<file path="src/ripple_ring_frame_renderer_top_assert.svh">
// assertion macros for the ripple ring frame renderer
`ifndef RIPPLE_RING_FRAME_RENDERER_TOP_ASSERT_SVH
`define RIPPLE_RING_FRAME_RENDERER_TOP_ASSERT_SVH
`ifndef ASSERT_OFF
`define RRF_ASSERT_IMPL(label, expr) \
    label: assert property (@(posedge aclk) disable iff (!aresetn) (expr)) \
        else $error("assertion failed");
`define RRF_ASSERT_NEXT(label, pre, post) \
    label: assert property (@(posedge aclk) disable iff (!aresetn) (pre) |=> (post)) \
        else $error("assertion failed");
`else
`define RRF_ASSERT_IMPL(label, expr)
`define RRF_ASSERT_NEXT(label, pre, post)
`endif
`endif

</file>
<file path="src/rrf_pkg.sv">
// ----------------------------------------------------------------------------
// rrf_pkg
// shared constants for the ripple ring frame renderer
// ----------------------------------------------------------------------------
package rrf_pkg;
    localparam int RIPPLE_SLOTS = 8;
    localparam int GRID_WIDTH   = 8;
    localparam int GRID_HEIGHT  = 8;
    localparam int SLOT_W       = (RIPPLE_SLOTS > 1) ? $clog2(RIPPLE_SLOTS) : 1;
    localparam logic [5:0]  FULL_LIFE  = 6'd50;
    localparam logic [8:0]  RING_HALF  = 9'd384;
    localparam logic [14:0] FULL_SCALE = 15'd19200;
    localparam logic [23:0] BACKGROUND = 24'h000010;
    localparam logic [14:0] RADIUS_MAX = 15'(GRID_WIDTH * 2 * 256);
    localparam logic [9:0]  DROP_RESET = 10'd50;
    localparam logic [9:0]  SPEED_RESET = 10'd64;
    localparam logic        CFG_DROP   = 1'b0;
    localparam logic        CFG_SPEED  = 1'b1;
    localparam logic [7:0]  K_RED   = 8'd100;
    localparam logic [7:0]  K_GREEN = 8'd150;
    localparam logic [7:0]  K_BLUE  = 8'd255;
    // ceil(k * 2^29 / 19200), 29 fraction bits
    localparam logic [22:0] K_RED_RCP   = 23'd2796203;
    localparam logic [22:0] K_GREEN_RCP = 23'd4194304;
    localparam logic [22:0] K_BLUE_RCP  = 23'd7130317;
endpackage

</file>
<file path="src/rrf_isqrt.sv">
// ----------------------------------------------------------------------------
// rrf_isqrt
// bit-serial floor square root of a 24-bit value, two bits per cycle
// ----------------------------------------------------------------------------
module rrf_isqrt import rrf_pkg::*; (
    input  logic        aclk,
    input  logic        aresetn,
    input  logic        start,
    input  logic [23:0] value,
    output logic        done,
    output logic [11:0] root
);
    logic [23:0] rem_reg, rem_next;
    logic [11:0] root_reg, root_next;
    logic [3:0]  cnt_reg, cnt_next;
    logic        busy_reg, busy_next;
    logic [13:0] trial;

    always_comb begin
        rem_next  = rem_reg;
        root_next = root_reg;
        cnt_next  = cnt_reg;
        busy_next = busy_reg;
        trial = {root_reg, 2'b01};
        if (start) begin
            rem_next  = value;
            root_next = '0;
            cnt_next  = 4'd12;
            busy_next = 1'b1;
        end else if (busy_reg) begin
            busy_next = (cnt_reg != 4'd1);
            cnt_next  = cnt_reg - 4'd1;
        end
    end

    // restoring root with partial remainder kept in a separate register
    logic [13:0] prem_reg, prem_next;
    logic [13:0] shifted;
    logic [3:0]  idx;
    always_comb begin
        idx     = cnt_reg - 4'd1;
        shifted = {prem_reg[11:0], rem_reg[5'(2 * idx) + 5'd1], rem_reg[5'(2 * idx)]};
        prem_next = prem_reg;
        if (start) begin
            prem_next = '0;
        end else if (busy_reg) begin
            if (shifted >= trial) begin
                prem_next = shifted - trial;
            end else begin
                prem_next = shifted;
            end
        end
    end

    logic [11:0] root_upd;
    always_comb begin
        root_upd = (shifted >= trial) ? {root_reg[10:0], 1'b1} : {root_reg[10:0], 1'b0};
    end

    always_ff @(posedge aclk) begin
        if (!aresetn) begin
            busy_reg <= 1'b0;
            cnt_reg  <= '0;
        end else begin
            busy_reg <= busy_next;
            cnt_reg  <= cnt_next;
        end
        rem_reg  <= rem_next;
        prem_reg <= prem_next;
        if (start) begin
            root_reg <= root_next;
        end else if (busy_reg) begin
            root_reg <= root_upd;
        end
    end

    assign done = busy_reg && (cnt_reg == 4'd1) && !start;
    assign root = root_upd;
endmodule

</file>
<file path="src/ripple_ring_frame_renderer_top.sv">
// ----------------------------------------------------------------------------
// ripple_ring_frame_renderer_top
// per-frame ripple spawn, ring rendering of an 8x8 grid and ripple aging
// ----------------------------------------------------------------------------
// One frame word yields 64 pixel words in raster order (x outer). Each pixel
// visits every slot in turn; an active slot runs the shared 12-step square root
// unit, an idle slot is only passed over in ST_SLOT. Colour then takes the three
// channels in turn through ST_COLOR and the pixel word waits in ST_OUT until
// m_tready; the root unit dominates the frame time. s_tready is low for the
// whole frame.
`include "ripple_ring_frame_renderer_top_assert.svh"
module ripple_ring_frame_renderer_top import rrf_pkg::*; (
    input  logic        aclk,
    input  logic        aresetn,
    input  logic        s_tvalid,
    output logic        s_tready,
    input  logic [15:0] s_tdata,   // random_draw[9:0], spawn_x[12:10], spawn_y[15:13]
    output logic        m_tvalid,
    input  logic        m_tready,
    output logic [31:0] m_tdata,   // pixel_x[2:0], pixel_y[5:3], pixel_color[29:6]
    output logic        m_tlast,
    input  logic        cfg_we,
    input  logic [0:0]  cfg_index,
    input  logic [9:0]  cfg_data
);
    localparam logic [2:0] ST_IDLE  = 3'd0;
    localparam logic [2:0] ST_SLOT  = 3'd1;
    localparam logic [2:0] ST_ROOT  = 3'd2;
    localparam logic [2:0] ST_COLOR = 3'd3;
    localparam logic [2:0] ST_OUT   = 3'd4;
    localparam logic [2:0] ST_AGE   = 3'd5;

    logic [2:0]  state_reg;
    logic [9:0]  drop_reg, speed_reg;
    logic [RIPPLE_SLOTS-1:0] act_reg;
    logic [2:0]  cx_reg [RIPPLE_SLOTS];
    logic [2:0]  cy_reg [RIPPLE_SLOTS];
    logic [13:0] rad_reg [RIPPLE_SLOTS];
    logic [5:0]  life_reg [RIPPLE_SLOTS];
    logic [2:0]  px_reg, py_reg;
    logic [SLOT_W-1:0] slot_reg;
    logic [15:0] sum_reg;
    logic [14:0] s_reg;
    logic [1:0]  ch_reg;
    logic [7:0]  red_reg, grn_reg, blu_reg;
    logic [23:0] color;
    logic        last_reg;

    logic [3:0]  dx, dy;
    logic [6:0]  dsq;
    logic        rt_start, rt_done;
    logic [11:0] rt_root;
    logic [13:0] rdist;
    logic [14:0] d15;
    logic [15:0] contrib;
    logic [15:0] acc;
    logic [14:0] acc_sat;

    always_comb begin
        dx = (px_reg >= cx_reg[slot_reg]) ? 4'(px_reg - cx_reg[slot_reg])
                                          : 4'(cx_reg[slot_reg] - px_reg);
        dy = (py_reg >= cy_reg[slot_reg]) ? 4'(py_reg - cy_reg[slot_reg])
                                          : 4'(cy_reg[slot_reg] - py_reg);
        dsq = {3'd0, dx} * {3'd0, dx} + {3'd0, dy} * {3'd0, dy};
        d15 = {3'd0, rt_root};
        rdist = (d15 >= {1'b0, rad_reg[slot_reg]}) ? 14'(d15 - {1'b0, rad_reg[slot_reg]})
                                                   : 14'({1'b0, rad_reg[slot_reg]} - d15);
        contrib = {7'd0, RING_HALF - rdist[8:0]} * {10'd0, life_reg[slot_reg]};
        // running sum saturates at full scale
        acc = sum_reg + ((rdist < 14'(RING_HALF)) ? contrib : 16'd0);
        acc_sat = (acc > {1'b0, FULL_SCALE}) ? FULL_SCALE : acc[14:0];
    end

    assign rt_start = (state_reg == ST_SLOT) && act_reg[slot_reg];

    rrf_isqrt u_root (
        .aclk, .aresetn, .start(rt_start), .value({1'b0, dsq, 16'd0}),
        .done(rt_done), .root(rt_root)
    );

    // colour channels by one shared multiply with a per-channel reciprocal
    logic [22:0] krcp;
    logic [37:0] prod;
    logic [7:0]  quo;
    always_comb begin
        case (ch_reg)
            2'd0:    krcp = K_RED_RCP;
            2'd1:    krcp = K_GREEN_RCP;
            default: krcp = K_BLUE_RCP;
        endcase
        prod = {23'd0, s_reg} * {15'd0, krcp};
        quo  = prod[36:29];
    end
    assign color = (s_reg == 15'd0) ? BACKGROUND : {red_reg, grn_reg, blu_reg};

    logic [2:0] sx, sy;
    logic [SLOT_W-1:0] free_idx;
    logic free_any;
    always_comb begin
        sx = (s_tdata[12:10] > 3'(GRID_WIDTH - 1)) ? 3'(GRID_WIDTH - 1) : s_tdata[12:10];
        sy = (s_tdata[15:13] > 3'(GRID_HEIGHT - 1)) ? 3'(GRID_HEIGHT - 1) : s_tdata[15:13];
        free_idx = '0;
        free_any = 1'b0;
        for (int i = RIPPLE_SLOTS - 1; i >= 0; i--) begin
            if (!act_reg[i]) begin
                free_idx = SLOT_W'(i);
                free_any = 1'b1;
            end
        end
    end

    logic [14:0] nrad;
    logic [5:0]  nlife;
    always_comb begin
        nrad  = {1'b0, rad_reg[slot_reg]} + {5'd0, speed_reg};
        nlife = (life_reg[slot_reg] != 6'd0) ? life_reg[slot_reg] - 6'd1 : 6'd0;
    end

    always_ff @(posedge aclk) begin
        if (!aresetn) begin
            state_reg <= ST_IDLE;
            drop_reg  <= DROP_RESET;
            speed_reg <= SPEED_RESET;
            act_reg   <= '0;
        end else begin
            if (cfg_we) begin
                unique case (cfg_index[0])
                    CFG_DROP:  drop_reg  <= cfg_data;
                    CFG_SPEED: speed_reg <= cfg_data;
                    default: ;
                endcase
            end
            unique case (state_reg)
                ST_IDLE: begin
                    if (s_tvalid) begin
                        if (s_tdata[9:0] < drop_reg && free_any) begin
                            act_reg[free_idx]  <= 1'b1;
                            cx_reg[free_idx]   <= sx;
                            cy_reg[free_idx]   <= sy;
                            rad_reg[free_idx]  <= '0;
                            life_reg[free_idx] <= FULL_LIFE;
                        end
                        px_reg <= '0; py_reg <= '0; slot_reg <= '0; sum_reg <= '0;
                        state_reg <= ST_SLOT;
                    end
                end
                ST_SLOT: begin
                    if (act_reg[slot_reg]) begin
                        state_reg <= ST_ROOT;
                    end else if (slot_reg == SLOT_W'(RIPPLE_SLOTS - 1)) begin
                        state_reg <= ST_COLOR;
                        ch_reg <= 2'd0;
                        s_reg <= sum_reg[14:0];
                    end else begin
                        slot_reg <= slot_reg + SLOT_W'(1);
                    end
                end
                ST_ROOT: begin
                    if (rt_done) begin
                        sum_reg <= {1'b0, acc_sat};
                        if (slot_reg == SLOT_W'(RIPPLE_SLOTS - 1)) begin
                            state_reg <= ST_COLOR;
                            ch_reg <= 2'd0;
                            s_reg <= acc_sat;
                        end else begin
                            slot_reg <= slot_reg + SLOT_W'(1);
                            state_reg <= ST_SLOT;
                        end
                    end
                end
                ST_COLOR: begin
                    case (ch_reg)
                        2'd0: red_reg <= quo;
                        2'd1: grn_reg <= quo;
                        default: blu_reg <= quo;
                    endcase
                    ch_reg <= ch_reg + 2'd1;
                    if (ch_reg == 2'd2) begin
                        state_reg <= ST_OUT;
                        last_reg <= (px_reg == 3'(GRID_WIDTH - 1)) &&
                                    (py_reg == 3'(GRID_HEIGHT - 1));
                    end
                end
                ST_OUT: begin
                    if (m_tready) begin
                        slot_reg <= '0;
                        sum_reg  <= '0;
                        if (last_reg) begin
                            state_reg <= ST_AGE;
                        end else begin
                            state_reg <= ST_SLOT;
                            if (py_reg == 3'(GRID_HEIGHT - 1)) begin
                                py_reg <= '0;
                                px_reg <= px_reg + 3'd1;
                            end else begin
                                py_reg <= py_reg + 3'd1;
                            end
                        end
                    end
                end
                ST_AGE: begin
                    if (act_reg[slot_reg]) begin
                        rad_reg[slot_reg]  <= nrad[13:0];
                        life_reg[slot_reg] <= nlife;
                        if (nlife == 6'd0 || {1'b0, nrad[13:0]} > RADIUS_MAX)
                            act_reg[slot_reg] <= 1'b0;
                    end
                    if (slot_reg == SLOT_W'(RIPPLE_SLOTS - 1)) begin
                        state_reg <= ST_IDLE;
                    end else begin
                        slot_reg <= slot_reg + SLOT_W'(1);
                    end
                end
                default: state_reg <= ST_IDLE;
            endcase
        end
    end

    assign s_tready = (state_reg == ST_IDLE);
    assign m_tvalid = (state_reg == ST_OUT);
    assign m_tlast  = last_reg;
    assign m_tdata  = {2'b00, color, py_reg, px_reg};

    `RRF_ASSERT_IMPL(a_one_side, !(s_tready && m_tvalid))
    `RRF_ASSERT_NEXT(a_out_hold, m_tvalid && !m_tready, m_tvalid && $stable(m_tdata))
    `RRF_ASSERT_NEXT(a_last_age, m_tvalid && m_tready && m_tlast, state_reg == ST_AGE)
endmodule

</file>
<file path="config.mk">
export PLATFORM = sky130hd
export DESIGN_NAME = ripple_ring_frame_renderer_top
export DESIGN_NICKNAME = d
export VERILOG_FILES = /design/src/rrf_pkg.sv /design/src/rrf_isqrt.sv /design/src/ripple_ring_frame_renderer_top.sv
export VERILOG_INCLUDE_DIRS = /design/src /design/src/src
export SDC_FILE = /design/constraint.sdc
export NUM_CORES = 1
export LEC_CHECK = 0
export BUFFER_PORTS_ARGS = -buffer_cell sky130_fd_sc_hd__buf_2
export CAP_MARGIN = 20
export CELL_PAD_IN_SITES_DETAIL_PLACEMENT = 1
export CELL_PAD_IN_SITES_GLOBAL_PLACEMENT = 1
export CORE_MARGIN = 4
export CORE_UTILIZATION = 30
export CTS_BUF_LIST = sky130_fd_sc_hd__clkbuf_8
export CTS_CLUSTER_DIAMETER = 80
export DETAILED_ROUTE_END_ITERATION = 16
export GPL_TIMING_DRIVEN = 0
export PLACE_DENSITY_LB_ADDON = 0.25
export SETUP_SLACK_MARGIN = 0.3
export SLEW_MARGIN = 20
export SYNTH_ARGS = -nofsm -noshare
export SYNTH_HDL_FRONTEND = slang
export SYNTH_SLANG_ARGS = --single-unit
export TNS_END_PERCENT = 10
</file>
<file path="constraint.sdc">
create_clock -name aclk -period 12.6 [get_ports aclk]
set_input_delay 1.89 -clock aclk [delete_from_list [all_inputs] [get_ports aclk]]
set_output_delay 1.89 -clock aclk [all_outputs]
set_load 0.1 [all_outputs]
</file>
==> results of run 1 <==
## layout make-up
cell class	count	area [um2]	area share, %
Multi-Input combinational cell	1700	15570	51.53
Sequential cell	344	9699	32.10
Tap cell	1165	1458	4.824
Inverter	323	1216	4.025
Clock buffer	66	908.4	3.006
Timing Repair Buffer	83	600.6	1.987
Buffer	84	419.2	1.387
Clock inverter	54	344.1	1.139
Antenna cell	1	2.502	0.008281
## worst max-delay path, delay by kind of cell (launching register included)
family	cells	cell delay, ns
AO/OA/AOI/OAI	14	3.25
XOR/XNOR	2	0.39
adder cells (fa/ha/maj)	7	2.96
buffers and inverters	9	2.63
flip-flops	1	0.30
multiplexers	2	0.74
AND/OR/NAND/NOR	9	1.27
## placed cells by master, fill, tap and decap left out, drive strengths merged, types with 18 or more instances in the layout
master and instances:
fa 185, nor2b 49, mux2i 45, and3 20, nand3 37, o21ai 58, mux4 52, clkbuf 131
nand4 18, ha 253, edfxtp 281, a211oi 34, nor3 36, buf 102, clkinv 20, a21oi 95
xnor2 40, a21o 36, a21boi 22, and2 83, nor2 191, dfxtp 63, nand2b 39, inv 350
xor2 32, nand2 179, o211ai 22
## routing by layer
metal  track usage [%]  vias up  part of all wire (%)
met5                 0        -                 0.017
met4             5.037        2                   2.7
met3             2.058       90                   2.8
met2             29.68      262                    52
met1             20.13     9582                    43
li1                  -     8846                     -
## stage by stage
stage / utilization [%] / instance area, um2 / worst slack [ns] / TNS (ns)
floorplan: - / 26640 / 2.059 / 0
global placement: 32.17 / 28380 / -1.096 / -20.78
detailed placement: 32.60 / 28770 / -1.306 / -25.86
CTS: 34.11 / 30100 / 0.3127 / 0
global route: 34.25 / 30220 / 0.2672 / 0
finish: 34.25 / 30220 / 0.8786 / 0
## Yosys cell counts (9+ instances only)
library cell	count	share of area, %
o211ai_1	22	0.62
mux4_1	9	0.89
clkbuf_1	65	0.92
nand2b_1	39	0.92
xnor2_1	39	1.3
nor3_1	35	0.66
a21o_1	35	0.99
inv_1	323	4.6
or3_1	13	0.31
o21ai_0	55	1.0
edfxtp_1	281	32
dfxtp_1	63	4.7
a21oi_1	92	1.7
mux2i_1	45	1.7
a211oi_1	32	0.90
ha_1	253	12
nand3_1	34	0.64
fa_1	185	14
nand2_1	178	2.5
nor4_1	10	0.23
nor2_1	191	2.7
a31oi_1	10	0.23
and3_1	20	0.47
a21boi_0	22	0.62
nor2b_1	49	1.2
o21a_1	11	0.31
mux4_2	43	3.6
a2111oi_0	12	0.39
nand4_1	18	0.42
and2_1	82	1.9
xor2_1	31	1.0
## timing repair
| item | 4_1_cts | 5_1_grt |
|---|---|---|
| pin swaps | 1 | 5 |
| cloned | 0 | 0 |
| resized for setup | 20 | 28 |
| endpoints found under the hold margin | 0 | 0 |
| buffers inserted | 0 | 5 |
| setup endpoints to repair | 30 | 29 |
## path summary, 6_finish.rpt
check                end  slack [ns]
max reg2reg     s_reg[1]        0.88
max             s_reg[1]        0.88
min reg2reg  drop_reg[3]        0.47
min          drop_reg[3]        0.47
## cell families (layout without fill, tap and decap cells)
family	after synthesis	in the layout	synth area share, %
buffers and inverters	407	610	6.031
muxes	107	107	6.652
DFF	344	344	36.41
AOI/OAI and AO/OA	372	372	9.573
xor gates and xnor gates	72	72	2.424
adders and majority gates	439	439	25.83
and+or+nand+nor	708	708	13.06
other	1	3	0.01408
==> results.yml, run 1 <==
timing:
  worst_pin_slew_ns: 1.006
  clock-skew-final_ns: 0.04040
  setup_viol: 0
  hold-worst-slack_ns: 0.4677
  finalCritPeriodShare_pct: 93.03
  relSlewSlack_pct: 32.25
  fmax_mhz: 85.31
  rsz0062_at_grt: "no"
  hold_viol: 0
  drv_slew: 0
  min_period_ns: 11.72
global_route:
  grt_start_max_net_pins: 17
  grt_first_pass_wirelength_um: 120100
  antenna_found_initial: 2
  grt_use_total_pct: 16.32
  grt_overflow: 0
  first_global_vias: 20900
placement:
  post-dp-hpwl_um: 61810
  gp_congestion: 0.8442
  dp_cells: 3694
  port_buffers: 57
floorplan:
  die_area_um2: 93620
  core_um2: 88240
  start_util_pct: 30.19
  io_pins: 67
  die_h_um: 306.0
  die_w_um: 306.0
  num_rows: 109
synth:
  yosysUniqueCellTypes: 93
  synth.avg_cell_area_um2: 10.87
  ys_seq_elements: 344
  seq_area_frac_synth_pct: 36.41
  synth_top_flop_cell: "edfxtp_1"
  async_reset_ff_share_pct: 0
  synthCells: 2450
  syn_area_um2: 26640
  yosys_warnings: 0
  synth-edff-count: 281
detailed_routing:
  avgViaCountPerCell: 4.917
  drt_pre_antenna_iters: 5
  drc: 0
  first_iter_violations: 865
  drt_wl_total_um: 76730
  wl_per_cell_um: 20.09
  postRouteAntennaNets: 0
  vias: 18780
critical_path:
  cp_slowest_stage_delay_ns: 0.77
  crit_top_cell: "inv_1"
  worstRegToRegCells: 43
  timing_worst_setup_path_type: "register to register"
  slowest_stage: "clkbuf_1"
  critical_path.max_fanout: 10
  cp.arrival_ns: 12.17
  critPathLaunchType: "register"
  cp.required_ns: 13.05
  worstSetupEndpointType: "register"
layout:
  drive_above_1_share_pct: 11.79
  nets: 3072
  syn2layout_area_growth_pct: 13.45
  fill_cells: 9804
  largest_reg_flops: 112
  final_cells: 3820
cts:
  cts_tree: "done"
  cts_buffers: 66
  postCtsHoldBufs: 0
  cts_sinks: 344
  ctsLongestPathBuffers: 3
  cts-root-buf: "clkbuf_8"
  h-tree-depth: 3
  clk_pin_slew_ns: 0.06
  insertion_delay_ns: 0.65
min_path:
  hp-start: "drop_reg[3]"
  hold_class: "register to register"
  hold_depth: 2
run_status:
  status: "complete, no violations"
run:
  maxCapViolCount: 0
Power of run 1 is left out: the tool's default activity adds up to more than one toggle a clock period on the data nets, which glitch-free logic cannot reach.
==> run 2, diff against run 1 <==
Clock period 12.6 ns to 12.69 ns, I/O delays scaled along.
==> run 2 against run 1 <==
Setup slack better by 0.012 ns; critical path depth did not move; core utilization is essentially flat; via count decreased by 0.20%; clock skew is 0.0044 ns lower; highest routed layer unchanged; sequential cell count unchanged; critical endpoint unchanged; sequential share of layout area about the same; worst hold slack better by 0.00085 ns; cell count is essentially flat; die area did not move.
==> results.yml, run 2 (synthesized netlist as in run 1, its figures left out) <==
global_route:
  antenna_found_initial: 2
  first_global_vias: 20900
  use_met3_pct: 2.058
  grt_start_max_net_pins: 17
  grt_first_pass_wirelength_um: 120100
  grt_overflow: 0
  grt_use_total_pct: 16.32
  met1_usage_pct: 20.13
  met2_usage_pct: 29.68
  grt.busiest_layer: "met2"
cts:
  cts_buffers: 66
  h-tree-depth: 3
  clk_pin_slew_ns: 0.06
  postCtsHoldBufs: 0
  ctsLongestPathBuffers: 3
  cts_tree: "done"
  cts_sinks: 344
  insertion_delay_ns: 0.65
  cts-root-buf: "clkbuf_8"
detailed_routing:
  drt_wl_total_um: 76740
  vias: 18740
  wl_per_cell_um: 20.08
  postRouteAntennaNets: 0
  avgViaCountPerCell: 4.904
  first_iter_violations: 840
  drt_pre_antenna_iters: 5
  drc: 0
min_path:
  hp-start: "drop_reg[3]"
  hold_class: "register to register"
  min_to: "drop_reg[3]"
  hold_depth: 2
floorplan:
  die_area_um2: 93620
  num_rows: 109
  core_um2: 88240
  start_util_pct: 30.19
  io_pins: 67
  die_w_um: 306.0
  die_h_um: 306.0
layout:
  final_cells: 3822
  largest_reg_flops: 112
  fill_cells: 9802
  register_area_um2: 9699
  mostFrequentLayoutCell: "inv_1"
  mostFrequentLayoutCells: "inv_1, edfxtp_1, ha_1, nor2_1, fa_1"
  nets: 3074
  drive_above_1_share_pct: 11.67
  multi_input_area_um2: 15550
  syn2layout_area_growth_pct: 13.42
critical_path:
  cp_slowest_stage_delay_ns: 0.77
  timing_worst_setup_path_type: "register to register"
  slowest_stage: "clkbuf_1"
  cp.required_ns: 13.14
  timing.rr.end: "s_reg[1]"
  critPathLaunchType: "register"
  cp.arrival_ns: 12.25
  reg2reg_slack_ns: 0.89
  worstRegToRegCells: 43
  critical_path.max_fanout: 10
  worstSetupEndpointType: "register"
placement:
  gp_congestion: 0.8442
  post-dp-hpwl_um: 61810
  dp_cells: 3694
  port_buffers: 57
timing:
  fin_tns_setup_ns: 0
  worst_pin_slew_ns: 1.027
  min_period_ns: 11.80
  hold_viol: 0
  drv_slew: 0
  relSlewSlack_pct: 30.81
  setup_viol: 0
  finalCritPeriodShare_pct: 92.98
  fmax_mhz: 84.75
  rsz0062_at_grt: "no"
  clock-skew-final_ns: 0.03598
run_status:
  status: "complete, no violations"
run:
  maxCapViolCount: 0
run 2: routing by layer:
layer	vias up	part of all wire (%)
met5	-	0.017
met4	2	2.6
met3	94	2.7
met2	225	52
met1	9578	43
li1	8845	-
run 2: layout make-up:
class | count | area share [%]
Timing Repair Buffer | 85 | 2.038
Clock inverter | 54 | 1.139
Tap cell | 1165 | 4.825
Buffer | 84 | 1.379
Inverter | 323 | 4.013
Sequential cell | 344 | 32.11
Antenna cell | 1 | 0.008283
Clock buffer | 66 | 3.007
Multi-Input combinational cell | 1700 | 51.48
run 2: timing repair:
| action | CTS | global route |
|---|---|---|
| setup buffers | 0 | 7 |
| resized for setup | 17 | 25 |
| endpoints found under the setup margin | 30 | 29 |
| pin swaps | 0 | 5 |
| cloned | 0 | 0 |
run 2: worst max path at each step:
stage / start / depth (start not counted) / end
after floorplan: u_root.cnt_reg[0] / 51 / s_reg[1]
after detailed placement: u_root.cnt_reg[0] / 51 / s_reg[1]
after global routing: u_root.cnt_reg[0] / 52 / s_reg[1]
final: register / 43 / s_reg[1]
after global placement: u_root.cnt_reg[0] / 51 / s_reg[1]
after CTS: u_root.cnt_reg[0] / 50 / s_reg[1]
run 2: metrics by stage:
stage	cell area (um2)	util, %	worst slack, ns	hold WS (ns)
CTS	30080	34.09	0.3575	0.4707
detailed placement	28770	32.60	-1.216	0.4625
global route	30210	34.24	0.2677	0.4965
global placement	28380	32.17	-1.006	0.4576
finish	30210	34.24	0.8911	0.4685
floorplan	26640	-	2.149	0.4435
run 2: worst max-delay path: cells and delay by family (launching register included):
family          cells  cell delay (ns)
compound gates     14             3.28
xor+xnor            2             0.39
fa+ha+maj           7             2.95
buf+inv             9             2.66
flops               1             0.30
mux                 2             0.74
simple gates        9             1.28
Power of run 2 is left out for the same reason.
